==> config.mk <==
export PLATFORM = sky130hd
export DESIGN_NAME = ntc_beta_temperature_core
export DESIGN_NICKNAME = d
export VERILOG_FILES = /design/src/rtl/ntc_pkg.sv /design/src/rtl/ntc_beta_temperature_core.sv /design/src/rtl/ntc_ctrl.sv /design/src/rtl/ntc_dp.sv
export SDC_FILE = /design/constraint.sdc
export NUM_CORES = 2
export LEC_CHECK = 0
export BUFFER_PORTS_ARGS = -buffer_cell sky130_fd_sc_hd__buf_2
export CAP_MARGIN = 20
export CORE_MARGIN = 4
export CORE_UTILIZATION = 60
export CTS_CLUSTER_SIZE = 30
export DETAILED_ROUTE_END_ITERATION = 7
export PLACE_DENSITY = 0.76
export SKIP_LAST_GASP = 1
export SLEW_MARGIN = 15
export SYNTH_ARGS = -nofsm -noshare
export SYNTH_HDL_FRONTEND = slang
export SYNTH_SLANG_ARGS = --single-unit
==> constraint.sdc <==
create_clock -name clk -period 27.3 [get_ports clk]
set_input_delay 5.46 -clock clk [delete_from_list [all_inputs] [get_ports clk]]
set_output_delay 5.46 -clock clk [all_outputs]
set_load 0.01 [all_outputs]
==> src/rtl/ntc_pkg.sv <==
// ----------------------------------------------------------------------------
// NTC Beta-equation temperature: shared package
// Widths, constants, codes and the command and status types that join the
// controller and the datapath.
// ----------------------------------------------------------------------------
package ntc_pkg;

	// ADC resolution; full scale is 2^ADC_BITS - 1.
	localparam int ADC_BITS = 12;
	localparam int IN_W     = 12;
	localparam int CNT_W    = 9;
	localparam int SUM_W    = ADC_BITS + CNT_W;
	localparam logic [SUM_W-1:0] FULL = SUM_W'((1 << ADC_BITS) - 1);

	// Configuration register widths.
	localparam int CFG_IDX_W = 3;
	localparam int CFG_W     = 20;
	localparam int OHM_W     = 20;
	localparam int CENTI_W   = 15;
	localparam int BETA_W    = 14;

	// Log unit: operands, mantissa in Q30, fraction in Q24.
	localparam int LG_IN_W  = (SUM_W > OHM_W) ? SUM_W : OHM_W;
	localparam int P_W      = $clog2(LG_IN_W);
	localparam int LG_Q     = 30;
	localparam int M_W      = LG_Q + 1;
	localparam int FRAC_W   = 24;
	localparam int LG_ITERS = 24;
	localparam int LG_W     = P_W + FRAC_W;
	localparam int L_W      = LG_W + 2;
	localparam int MAG_W    = LG_W + 1;
	localparam int LN_W     = MAG_W;
	localparam logic [29:0] LN2_Q30 = 30'd744261118;

	// Shared restoring divider. The divisor covers the largest inverse
	// temperature sum; the numerator covers ln magnitude scaled by 2^24.
	localparam int NUM_W       = LN_W + FRAC_W + 1;
	localparam int DEN_W       = 49;
	localparam int X_W         = DEN_W + 1;
	localparam int RECIP_SHIFT = 48;
	localparam int DIV_STEPS   = NUM_W;
	localparam int STEP_W      = $clog2(NUM_W);
	localparam int TC_W        = 16;
	localparam int BETA100_W   = 21;

	// Temperature constants in centi-degrees.
	localparam int TEMP_W       = 17;
	localparam int KELVIN_CENTI = 27315;
	localparam int TEMP_MAX     = 65535;
	localparam int TK_MAX       = TEMP_MAX + KELVIN_CENTI;

	typedef enum logic [1:0] {
		STATUS_OK   = 2'd0,
		STATUS_ZERO = 2'd1,
		STATUS_FULL = 2'd2
	} status_t;

	typedef enum logic [CFG_IDX_W-1:0] {
		CFG_SAMPLE_COUNT = 3'd0,
		CFG_SERIES_OHMS  = 3'd1,
		CFG_NOMINAL_OHMS = 3'd2,
		CFG_NOMINAL_TEMP = 3'd3,
		CFG_BETA         = 3'd4
	} cfg_idx_t;

	typedef enum logic [1:0] {
		DIV_TERM = 2'd0,
		DIV_INV0 = 2'd1,
		DIV_TK   = 2'd2
	} div_sel_t;

	typedef enum logic [3:0] {
		S_IDLE,
		S_CHECK,
		S_LG_LOAD,
		S_LG_ITER,
		S_LG_ACC,
		S_LN_MUL,
		S_TERM_LOAD,
		S_TERM_RUN,
		S_INV_LOAD,
		S_INV_RUN,
		S_X_CALC,
		S_TK_LOAD,
		S_TK_RUN,
		S_FINISH
	} state_t;

	typedef struct packed {
		logic       acc_en;
		logic       check;
		logic       lg_load;
		logic [1:0] lg_sel;
		logic       lg_step;
		logic       l_add;
		logic       ln_mul;
		logic       div_load;
		div_sel_t   div_sel;
		logic       div_step;
		logic       x_calc;
		logic       out_load;
	} ntc_cmd_t;

	typedef struct packed {
		logic round_full;
		logic special;
		logic x_nonpos;
	} ntc_stat_t;

endpackage

==> src/rtl/ntc_beta_temperature_core.sv <==
// Sequence: a sample that does not close a round is accepted, then passes a count check.
// A closing sample with an in-range sum then runs four log evaluations on the shared
// squaring unit, then up to three divisions on one restoring divider that retires a
// quotient bit per cycle. One result at a time.
// Reset: arst_n clears the controller, the accumulator and the output valid at once,
// and loads the configuration registers with their defaults.
// ----------------------------------------------------------------------------
// NTC Beta-equation temperature core
// Averages ADC samples of a thermistor divider and converts them to a
// temperature in hundredths of a degree Celsius.
// ----------------------------------------------------------------------------
module ntc_beta_temperature_core (
	input  logic                               clk,
	input  logic                               arst_n,
	input  logic                               cfg_valid,
	output logic                               cfg_ready,
	input  logic [ntc_pkg::CFG_IDX_W-1:0]      cfg_index,
	input  logic [ntc_pkg::CFG_W-1:0]          cfg_data,
	input  logic                               in_valid,
	output logic                               in_stall,
	input  logic [ntc_pkg::IN_W-1:0]           adc_sample,
	output logic                               out_valid,
	input  logic                               out_stall,
	output logic signed [ntc_pkg::TEMP_W-1:0]  temp_centi_c,
	output logic [1:0]                         status_code
);

	ntc_pkg::ntc_cmd_t  cmd;
	ntc_pkg::ntc_stat_t stat;

	// Configuration writes are always taken.
	assign cfg_ready = 1'b1;

	ntc_ctrl u_ctrl (
		.clk       (clk),
		.arst_n    (arst_n),
		.in_valid  (in_valid),
		.in_stall  (in_stall),
		.out_valid (out_valid),
		.out_stall (out_stall),
		.stat      (stat),
		.cmd       (cmd)
	);

	ntc_dp u_dp (
		.clk          (clk),
		.arst_n       (arst_n),
		.cfg_we       (cfg_valid && cfg_ready),
		.cfg_index    (cfg_index),
		.cfg_data     (cfg_data),
		.adc_sample   (adc_sample),
		.cmd          (cmd),
		.stat         (stat),
		.temp_centi_c (temp_centi_c),
		.status_code  (status_code)
	);

endmodule

==> src/rtl/ntc_ctrl.sv <==
// ----------------------------------------------------------------------------
// NTC controller
// Sequences sample intake, the four log evaluations, the three divisions
// and the output transfer.
// ----------------------------------------------------------------------------
module ntc_ctrl (
	input  logic              clk,
	input  logic              arst_n,
	input  logic              in_valid,
	output logic              in_stall,
	output logic              out_valid,
	input  logic              out_stall,
	input  ntc_pkg::ntc_stat_t stat,
	output ntc_pkg::ntc_cmd_t  cmd
);

	ntc_pkg::state_t state_q, state_d;
	logic [1:0]                  op_q;
	logic [ntc_pkg::STEP_W-1:0]  step_q;
	logic                        out_valid_q;
	logic                        can_load;

	assign can_load = !out_valid_q || !out_stall;

	// State register and loop counters.
	always_ff @(posedge clk or negedge arst_n) begin
		if (!arst_n) begin
			state_q     <= ntc_pkg::S_IDLE;
			op_q        <= 2'd0;
			step_q      <= '0;
			out_valid_q <= 1'b0;
		end else begin
			state_q <= state_d;
			unique case (state_q)
				ntc_pkg::S_CHECK:     op_q <= 2'd0;
				ntc_pkg::S_LG_ACC:    op_q <= op_q + 2'd1;
				default:              op_q <= op_q;
			endcase
			unique case (state_q)
				ntc_pkg::S_LG_ITER,
				ntc_pkg::S_TERM_RUN,
				ntc_pkg::S_INV_RUN,
				ntc_pkg::S_TK_RUN:    step_q <= step_q + 1'b1;
				default:              step_q <= '0;
			endcase
			out_valid_q <= cmd.out_load || (out_valid_q && out_stall);
		end
	end

	// Next state.
	always_comb begin
		state_d = state_q;
		unique case (state_q)
			ntc_pkg::S_IDLE:
				if (in_valid) state_d = ntc_pkg::S_CHECK;
			ntc_pkg::S_CHECK:
				if (!stat.round_full) state_d = ntc_pkg::S_IDLE;
				else if (stat.special) state_d = ntc_pkg::S_FINISH;
				else state_d = ntc_pkg::S_LG_LOAD;
			ntc_pkg::S_LG_LOAD:
				state_d = ntc_pkg::S_LG_ITER;
			ntc_pkg::S_LG_ITER:
				if (step_q == ntc_pkg::STEP_W'(ntc_pkg::LG_ITERS - 1))
					state_d = ntc_pkg::S_LG_ACC;
			ntc_pkg::S_LG_ACC:
				state_d = (op_q == 2'd3) ? ntc_pkg::S_LN_MUL : ntc_pkg::S_LG_LOAD;
			ntc_pkg::S_LN_MUL:
				state_d = ntc_pkg::S_TERM_LOAD;
			ntc_pkg::S_TERM_LOAD:
				state_d = ntc_pkg::S_TERM_RUN;
			ntc_pkg::S_TERM_RUN:
				if (step_q == ntc_pkg::STEP_W'(ntc_pkg::DIV_STEPS - 1))
					state_d = ntc_pkg::S_INV_LOAD;
			ntc_pkg::S_INV_LOAD:
				state_d = ntc_pkg::S_INV_RUN;
			ntc_pkg::S_INV_RUN:
				if (step_q == ntc_pkg::STEP_W'(ntc_pkg::DIV_STEPS - 1))
					state_d = ntc_pkg::S_X_CALC;
			ntc_pkg::S_X_CALC:
				state_d = stat.x_nonpos ? ntc_pkg::S_FINISH : ntc_pkg::S_TK_LOAD;
			ntc_pkg::S_TK_LOAD:
				state_d = ntc_pkg::S_TK_RUN;
			ntc_pkg::S_TK_RUN:
				if (step_q == ntc_pkg::STEP_W'(ntc_pkg::DIV_STEPS - 1))
					state_d = ntc_pkg::S_FINISH;
			ntc_pkg::S_FINISH:
				if (can_load) state_d = ntc_pkg::S_IDLE;
			default:
				state_d = ntc_pkg::S_IDLE;
		endcase
	end

	// Commands to the datapath.
	always_comb begin
		cmd          = '0;
		cmd.lg_sel   = op_q;
		cmd.div_sel  = ntc_pkg::DIV_TERM;
		unique case (state_q)
			ntc_pkg::S_IDLE:      cmd.acc_en = in_valid;
			ntc_pkg::S_CHECK:     cmd.check = 1'b1;
			ntc_pkg::S_LG_LOAD:   cmd.lg_load = 1'b1;
			ntc_pkg::S_LG_ITER:   cmd.lg_step = 1'b1;
			ntc_pkg::S_LG_ACC:    cmd.l_add = 1'b1;
			ntc_pkg::S_LN_MUL:    cmd.ln_mul = 1'b1;
			ntc_pkg::S_TERM_LOAD: cmd.div_load = 1'b1;
			ntc_pkg::S_INV_LOAD: begin
				cmd.div_load = 1'b1;
				cmd.div_sel  = ntc_pkg::DIV_INV0;
			end
			ntc_pkg::S_TK_LOAD: begin
				cmd.div_load = 1'b1;
				cmd.div_sel  = ntc_pkg::DIV_TK;
			end
			ntc_pkg::S_TERM_RUN,
			ntc_pkg::S_INV_RUN,
			ntc_pkg::S_TK_RUN:    cmd.div_step = 1'b1;
			ntc_pkg::S_X_CALC:    cmd.x_calc = 1'b1;
			ntc_pkg::S_FINISH:    cmd.out_load = can_load;
			default:              cmd = cmd;
		endcase
	end

	assign in_stall  = (state_q != ntc_pkg::S_IDLE);
	assign out_valid = out_valid_q;

endmodule

==> src/rtl/ntc_dp.sv <==
// ----------------------------------------------------------------------------
// NTC datapath
// Configuration registers, sample accumulator, iterative log unit, ln
// scaling multiplier, shared restoring divider and the output register.
// ----------------------------------------------------------------------------
module ntc_dp (
	input  logic                                clk,
	input  logic                                arst_n,
	input  logic                                cfg_we,
	input  logic [ntc_pkg::CFG_IDX_W-1:0]       cfg_index,
	input  logic [ntc_pkg::CFG_W-1:0]           cfg_data,
	input  logic [ntc_pkg::IN_W-1:0]            adc_sample,
	input  ntc_pkg::ntc_cmd_t                   cmd,
	output ntc_pkg::ntc_stat_t                  stat,
	output logic signed [ntc_pkg::TEMP_W-1:0]   temp_centi_c,
	output logic [1:0]                          status_code
);

	// Configuration registers.
	logic [ntc_pkg::CNT_W-1:0]          count_q;
	logic [ntc_pkg::OHM_W-1:0]          series_q, nominal_q;
	logic [ntc_pkg::CENTI_W-1:0]        nom_temp_q;
	logic [ntc_pkg::BETA_W-1:0]         beta_q;

	// Accumulator.
	logic [ntc_pkg::SUM_W-1:0]          sum_q;
	logic [ntc_pkg::CNT_W-1:0]          taken_q;

	// Log unit and ln scaling.
	logic [ntc_pkg::M_W-1:0]            m_q;
	logic [ntc_pkg::FRAC_W-1:0]         frac_q;
	logic [ntc_pkg::P_W-1:0]            pos_q;
	logic signed [ntc_pkg::L_W-1:0]     l_q;
	logic [ntc_pkg::LN_W-1:0]           lnmag_q;
	logic                               lsign_q;

	// Divider and inverse temperature.
	logic [ntc_pkg::NUM_W-1:0]          quo_q;
	logic [ntc_pkg::DEN_W-1:0]          rem_q, den_q;
	logic [ntc_pkg::X_W-1:0]            tmag_q;
	logic signed [ntc_pkg::X_W-1:0]     x_q;
	logic                               sat_q;
	ntc_pkg::status_t                   status_q;

	// Output register.
	logic signed [ntc_pkg::TEMP_W-1:0]  temp_out_q;
	logic [1:0]                         status_out_q;

	logic [ntc_pkg::CNT_W-1:0]          count_eff;
	logic [ntc_pkg::OHM_W-1:0]          series_eff, nominal_eff;
	logic [ntc_pkg::BETA_W-1:0]         beta_eff;
	logic [ntc_pkg::SUM_W-1:0]          sample_ext, top;
	logic                               sum_zero, sum_high;
	logic [ntc_pkg::LG_IN_W-1:0]        lg_op;
	logic [ntc_pkg::P_W-1:0]            lg_pos;
	logic [2*ntc_pkg::M_W-1:0]          sq;
	logic [2*ntc_pkg::M_W-ntc_pkg::LG_Q-1:0] sq_sh;
	logic [ntc_pkg::L_W-1:0]            lg_ext;
	logic [ntc_pkg::MAG_W-1:0]          l_abs;
	logic [2*ntc_pkg::MAG_W-1:0]        ln_prod;
	logic [ntc_pkg::BETA100_W-1:0]      beta100;
	logic signed [ntc_pkg::TC_W:0]      tc0_s;
	logic [ntc_pkg::TC_W-1:0]           tc0;
	logic [ntc_pkg::NUM_W-1:0]          div_num, recip_one;
	logic [ntc_pkg::DEN_W-1:0]          div_den;
	logic [ntc_pkg::DEN_W:0]            rem_sh, rem_diff;
	logic                               rem_ge;
	logic signed [ntc_pkg::X_W-1:0]     x_next, inv0;
	logic signed [ntc_pkg::TEMP_W:0]    tk_off;
	logic signed [ntc_pkg::TEMP_W-1:0]  temp_next;

	// Zero registers act as one.
	assign count_eff   = (count_q == '0) ? ntc_pkg::CNT_W'(1) : count_q;
	assign series_eff  = (series_q == '0) ? ntc_pkg::OHM_W'(1) : series_q;
	assign nominal_eff = (nominal_q == '0) ? ntc_pkg::OHM_W'(1) : nominal_q;
	assign beta_eff    = (beta_q == '0) ? ntc_pkg::BETA_W'(1) : beta_q;

	// Configuration writes; indexes past the list are ignored.
	always_ff @(posedge clk or negedge arst_n) begin
		if (!arst_n) begin
			count_q    <= ntc_pkg::CNT_W'(1);
			series_q   <= ntc_pkg::OHM_W'(10000);
			nominal_q  <= ntc_pkg::OHM_W'(10000);
			nom_temp_q <= ntc_pkg::CENTI_W'(2500);
			beta_q     <= ntc_pkg::BETA_W'(3950);
		end else if (cfg_we) begin
			unique case (cfg_index)
				ntc_pkg::CFG_SAMPLE_COUNT: count_q    <= cfg_data[ntc_pkg::CNT_W-1:0];
				ntc_pkg::CFG_SERIES_OHMS:  series_q   <= cfg_data[ntc_pkg::OHM_W-1:0];
				ntc_pkg::CFG_NOMINAL_OHMS: nominal_q  <= cfg_data[ntc_pkg::OHM_W-1:0];
				ntc_pkg::CFG_NOMINAL_TEMP: nom_temp_q <= cfg_data[ntc_pkg::CENTI_W-1:0];
				ntc_pkg::CFG_BETA:         beta_q     <= cfg_data[ntc_pkg::BETA_W-1:0];
				default:                   count_q    <= count_q;
			endcase
		end
	end

	// Sample accumulator, cleared when a round's result is loaded into the output register.
	assign sample_ext = ntc_pkg::SUM_W'(adc_sample) & ntc_pkg::FULL;
	always_ff @(posedge clk or negedge arst_n) begin
		if (!arst_n) begin
			sum_q   <= '0;
			taken_q <= '0;
		end else if (cmd.out_load) begin
			sum_q   <= '0;
			taken_q <= '0;
		end else if (cmd.acc_en) begin
			sum_q   <= sum_q + sample_ext;
			taken_q <= taken_q + 1'b1;
		end
	end

	// Round checks against full scale times the samples taken.
	assign top      = ntc_pkg::FULL * ntc_pkg::SUM_W'(taken_q);
	assign sum_zero = (sum_q == '0);
	assign sum_high = (sum_q >= top);
	assign stat.round_full = (taken_q >= count_eff);
	assign stat.special    = sum_zero || sum_high;

	// Log operand select and leading-one position.
	always_comb begin
		unique case (cmd.lg_sel)
			2'd0:    lg_op = ntc_pkg::LG_IN_W'(series_eff);
			2'd1:    lg_op = ntc_pkg::LG_IN_W'(top - sum_q);
			2'd2:    lg_op = ntc_pkg::LG_IN_W'(sum_q);
			default: lg_op = ntc_pkg::LG_IN_W'(nominal_eff);
		endcase
		lg_pos = '0;
		for (int i = 0; i < ntc_pkg::LG_IN_W; i++) begin
			if (lg_op[i]) lg_pos = ntc_pkg::P_W'(i);
		end
	end

	// One squaring per cycle yields one fraction bit.
	assign sq     = (2*ntc_pkg::M_W)'(m_q) * (2*ntc_pkg::M_W)'(m_q);
	assign sq_sh  = sq[2*ntc_pkg::M_W-1:ntc_pkg::LG_Q];
	assign lg_ext = ntc_pkg::L_W'({pos_q, frac_q});

	// ln magnitude: |L| times ln 2 in Q30, rounded.
	assign l_abs   = l_q[ntc_pkg::L_W-1] ? ntc_pkg::MAG_W'(-l_q) : ntc_pkg::MAG_W'(l_q);
	assign ln_prod = (2*ntc_pkg::MAG_W)'(l_abs) * (2*ntc_pkg::MAG_W)'(ntc_pkg::LN2_Q30);

	always_ff @(posedge clk) begin
		if (cmd.lg_load) begin
			m_q    <= ntc_pkg::M_W'(lg_op) << (ntc_pkg::P_W'(ntc_pkg::LG_Q) - lg_pos);
			frac_q <= '0;
			pos_q  <= lg_pos;
		end else if (cmd.lg_step) begin
			if (sq_sh[ntc_pkg::M_W]) begin
				m_q    <= sq_sh[ntc_pkg::M_W:1];
				frac_q <= {frac_q[ntc_pkg::FRAC_W-2:0], 1'b1};
			end else begin
				m_q    <= sq_sh[ntc_pkg::M_W-1:0];
				frac_q <= {frac_q[ntc_pkg::FRAC_W-2:0], 1'b0};
			end
		end
		if (cmd.check) begin
			l_q <= '0;
		end else if (cmd.l_add) begin
			l_q <= cmd.lg_sel[1] ? l_q - $signed(lg_ext) : l_q + $signed(lg_ext);
		end
		if (cmd.ln_mul) begin
			lnmag_q <= ntc_pkg::LN_W'((ln_prod + ((2*ntc_pkg::MAG_W)'(1) << 29)) >> 30);
			lsign_q <= l_q[ntc_pkg::L_W-1];
		end
	end

	// Divider operands: beta term, inverse nominal temperature, final reciprocal.
	assign beta100   = ntc_pkg::BETA100_W'(beta_eff) * ntc_pkg::BETA100_W'(100);
	assign tc0_s     = $signed({{2{nom_temp_q[ntc_pkg::CENTI_W-1]}}, nom_temp_q})
	                   + (ntc_pkg::TC_W+1)'(ntc_pkg::KELVIN_CENTI);
	assign tc0       = tc0_s[ntc_pkg::TC_W-1:0];
	assign recip_one = ntc_pkg::NUM_W'(1) << ntc_pkg::RECIP_SHIFT;

	always_comb begin
		unique case (cmd.div_sel)
			ntc_pkg::DIV_TERM: begin
				div_num = {lnmag_q, ntc_pkg::FRAC_W'(0), 1'b0} >> 1;
				div_num = div_num + ntc_pkg::NUM_W'(beta100 >> 1);
				div_den = ntc_pkg::DEN_W'(beta100);
			end
			ntc_pkg::DIV_INV0: begin
				div_num = recip_one + ntc_pkg::NUM_W'(tc0 >> 1);
				div_den = ntc_pkg::DEN_W'(tc0);
			end
			default: begin
				div_num = recip_one + ntc_pkg::NUM_W'(x_q[ntc_pkg::DEN_W-1:0] >> 1);
				div_den = x_q[ntc_pkg::DEN_W-1:0];
			end
		endcase
	end

	// Restoring division step: one quotient bit per cycle.
	assign rem_sh   = {rem_q, quo_q[ntc_pkg::NUM_W-1]};
	assign rem_diff = rem_sh - {1'b0, den_q};
	assign rem_ge   = (rem_sh >= {1'b0, den_q});

	// Inverse temperature sum; the term sign follows the log sum.
	assign inv0   = $signed(quo_q[ntc_pkg::X_W-1:0]);
	assign x_next = lsign_q ? inv0 - $signed(tmag_q) : inv0 + $signed(tmag_q);
	assign stat.x_nonpos = x_next[ntc_pkg::X_W-1] || (x_next == '0);

	always_ff @(posedge clk) begin
		if (cmd.div_load) begin
			quo_q <= div_num;
			rem_q <= '0;
			den_q <= div_den;
		end else if (cmd.div_step) begin
			quo_q <= {quo_q[ntc_pkg::NUM_W-2:0], rem_ge};
			rem_q <= rem_ge ? rem_diff[ntc_pkg::DEN_W-1:0] : rem_sh[ntc_pkg::DEN_W-1:0];
		end
		if (cmd.div_load && (cmd.div_sel == ntc_pkg::DIV_INV0)) begin
			tmag_q <= quo_q[ntc_pkg::X_W-1:0];
		end
		if (cmd.check) begin
			sat_q <= 1'b0;
			if (sum_zero) status_q <= ntc_pkg::STATUS_ZERO;
			else if (sum_high) status_q <= ntc_pkg::STATUS_FULL;
			else status_q <= ntc_pkg::STATUS_OK;
		end else if (cmd.x_calc) begin
			x_q   <= x_next;
			sat_q <= stat.x_nonpos;
		end
	end

	// Final temperature with clamping.
	assign tk_off = $signed({1'b0, quo_q[ntc_pkg::TEMP_W-1:0]})
	                - (ntc_pkg::TEMP_W+1)'(ntc_pkg::KELVIN_CENTI);
	always_comb begin
		if (status_q != ntc_pkg::STATUS_OK)
			temp_next = '0;
		else if (sat_q || (quo_q > ntc_pkg::NUM_W'(ntc_pkg::TK_MAX)))
			temp_next = ntc_pkg::TEMP_W'(ntc_pkg::TEMP_MAX);
		else
			temp_next = tk_off[ntc_pkg::TEMP_W-1:0];
	end

	always_ff @(posedge clk) begin
		if (cmd.out_load) begin
			temp_out_q   <= temp_next;
			status_out_q <= status_q;
		end
	end

	assign temp_centi_c = temp_out_q;
	assign status_code  = status_out_q;

endmodule

==> results.py <==
metrics = {
    "global_routing": {
        "gr-usage-all-layers_pct": 30.5,
        "grt_overflow": 0,
        "grt_max_degree": 66,
        "grt_pass1_wl_mm": 328,
        "grt_pass1_vias": 60100,
        "antenna_found_initial": 16,
    },
    "timing": {
        "tns_ps": 0,
        "max_freq_mhz": 81.1,
        "hold_violations": 0,
        "setup-violations-final": 0,
        "rsz0062_at_grt": "no",
        "drv_slew": 0,
        "relSlewSlack_pct": 20.8,
        "period_needed_ps": 12330,
        "fin_skew_ps": 22.2,
        "fin_crit_sh_pct": 45.2,
        "worstMarginPinSlew_ps": 1180,
    },
    "synthesis": {
        "avgSynthCellArea_um2": 9.42,
        "synth-edff-count": 291,
        "synth_compound_area_share_pct": 12.3,
        "synth-simple-area-share_pct": 11.5,
        "synth_top_area_share_pct": 27.9,
        "syn_area_mm2": 0.0777,
        "ys_top_cells_by_area": "fa_1 28%, ha_1 14%, edfxtp_1 11%, inv_1 7.6%, xnor2_1 3.7%",
        "yosysTopAreaCell": "fa_1",
        "async_flop_share_pct": 23.4,
        "ys_warn_count": 0,
        "netlist_instances": 8246,
        "synth_xor_area_share_pct": 5.23,
        "synth_top_flop_cell": "edfxtp_1",
        "synthAdderAreaFrac_pct": 42.2,
        "synth_seq_cells": 517,
        "syn-num-nets": 10300,
        "synth_top_family_by_area": "adder cells",
        "synth.area.mux_share_pct": 1.92,
        "seq_area_frac_synth_pct": 17.9,
        "synth.distinct_cells": 120,
    },
    "routing": {
        "wirelength_mm": 206,
        "first_pass_iters": 8,
        "vias": 58900,
        "drc": 7,
        "wl_per_cell_um": 20.6,
        "ant_nets": 0,
        "viasPerCell": 5.89,
        "drt-initial-drc-count": 5536,
    },
    "flow_run": {
        "maxCapViolCount": 0,
    },
    "die": {
        "start_util_pct": 60.7,
        "die_w_um": 368,
        "io_pins": 62,
        "dieArea_mm2": 0.135,
        "core_area_mm2": 0.128,
        "fp.dieH_um": 368,
        "row_count": 131,
    },
    "outcome": {
        "violations": "design-rule violations",
        "outcome": "complete, but fails checks",
    },
    "cells_and_area": {
        "final_common_cell": "inv_1",
        "postLayoutCellArea_mm2": 0.0822,
        "mostFrequentLayoutCells": "1574 x inv_1, 1081 x fa_1, 893 x ha_1",
        "final_nets": 10200,
        "syn_to_final_growth_pct": 5.77,
        "drive_above_1_share_pct": 5.64,
    },
    "worst_setup_path": {
        "r2r_start": "u_dp.l_q[0]",
        "cp_slowest_cell": "a211oi_1",
        "r2r_cells": 37,
        "endpoint_kind": "flop",
        "path_buf_inv": 6,
        "max_stage_delay_ps": 760,
        "arrival_ps": 12700,
        "cp-start-kind": "flop",
        "critPathMaxFanout": 11,
        "cpMostUsedCell": "fa_1",
        "criticalPathCategory": "reg -> reg",
        "r2r_end": "u_dp.lnmag_q[27]",
        "reg2reg_slack_ps": 14970,
        "cp.required_ps": 27670,
        "cp_top_family": "adder cells",
    },
    "min_path": {
        "whs_endpoint": "u_ctrl.step_q[0]",
        "min-delay-start": "u_ctrl.step_q[0]",
        "min_path_type": "reg -> reg",
        "holdPathStages": 1,
    },
    "clock_network": {
        "cts-root-buf": "clkbuf_16",
        "htree_levels": 2,
        "cts_inserted_buffers": 58,
        "ctsHoldBuffers": 0,
        "clkLatencyLatePin_ps": 640,
        "clock_path_buffers": 3,
        "cts_resized": 0,
        "cts_tree": "built",
        "cts_setup_buffers": 0,
        "cts_sinks": 517,
        "clkTransAtPathRegs_ps": 70,
    },
    "placed_design": {
        "dpl.hpwl_mm": 165,
        "place.gp.congestion": 0.971,
        "dpl_cell_area_mm2": 0.0800,
        "port_buffers": 60,
    },
}
layer usage:
layer	vias to the layer above	part of all wire (%)	global-route usage, %
met3	450	8.8	4.82
met1	29100	42	43.0
li1	27000	-	-
met4	10	3.7	9.79
met2	2396	46	48.6
met5	-	0.033	0
state kept, by name (all words and copies together), names as in the netlist, 14 cells and up:
signal	count
u_dp.quo_q	55
u_dp.tmag_q	50
u_dp.den_q	49
u_dp.rem_q	49
u_dp.x_q	49
u_dp.l_q	31
u_dp.m_q	31
u_dp.lnmag_q	30
u_dp.frac_q	24
u_dp.sum_q	21
u_dp.nominal_q	20
u_dp.series_q	20
u_dp.temp_centi_c	17
u_dp.nom_temp_q	15
u_dp.beta_q	14
metrics by stage:
stage               hold WS, ps  worst slack [ps]  std cells  utilization [%]
finish                      488             14970       9997             64.2
floorplan                   417             16570       8246                -
global route                511             14440       9996             64.2
global placement            469             15370       9880             62.5
detailed placement          481             15200       9880             62.5
CTS                         489             15140       9990             64.2
worst max-delay path by stage:
stage	start	end	slack [ps]	cells after the start
after global routing	u_dp.l_q[0]	u_dp.lnmag_q[27]	14440	33
final	u_dp.l_q[0]	u_dp.lnmag_q[27]	14970	37
after CTS	u_dp.l_q[0]	u_dp.lnmag_q[27]	15140	37
after detailed placement	u_dp.l_q[0]	u_dp.lnmag_q[27]	15200	34
after global placement	u_dp.l_q[0]	u_dp.lnmag_q[27]	15370	34
after floorplan	u_dp.l_q[0]	u_dp.lnmag_q[29]	16570	36
area by class of cell:
cell class | count | area [um2]
fill | 10300 | 45800
timing repair buffer | 151 | 991
clock buffer | 73 | 1640
multi-input combinational | 5896 | 57000
clock inverter | 37 | 548
sequential | 517 | 13900
inverter | 1589 | 5970
tap | 1729 | 2160
antenna | 5 | 12.5
cells by family (layout without fill, tap and decap cells):
| family | after synthesis | after routing |
|---|---|---|
| buffers and inverters | 1833 | 1850 |
| other | 1 | 6 |
| multiplexers | 129 | 129 |
| flip-flops | 517 | 517 |
| adder cells (fa/ha/maj) | 1974 | 1974 |
| XOR/XNOR | 462 | 462 |
| AO/OA/AOI/OAI | 1476 | 1476 |
| AND/OR/NAND/NOR | 1854 | 1854 |
cells in the mapped netlist, drive strengths merged, types with 36 or more instances:
| cell type | n |
|---|---|
| a211oi | 55 |
| a21o | 188 |
| a21oi | 480 |
| a31oi | 41 |
| and2 | 235 |
| and3 | 43 |
| buf | 36 |
| clkbuf | 208 |
| dfrtp | 96 |
| dfxtp | 105 |
| edfxtp | 291 |
| fa | 1081 |
| ha | 893 |
| inv | 1581 |
| mux2 | 78 |
| mux2i | 44 |
| nand2 | 599 |
| nand2b | 59 |
| nand3 | 91 |
| nand4 | 40 |
| nor2 | 460 |
| nor2b | 47 |
| nor3 | 98 |
| nor4 | 51 |
| o21a | 45 |
| o21ai | 309 |
| xnor2 | 329 |
| xor2 | 133 |
Power is not shown: default switching activity piles up to over one toggle a cycle in this logic, so the estimate is an artifact.
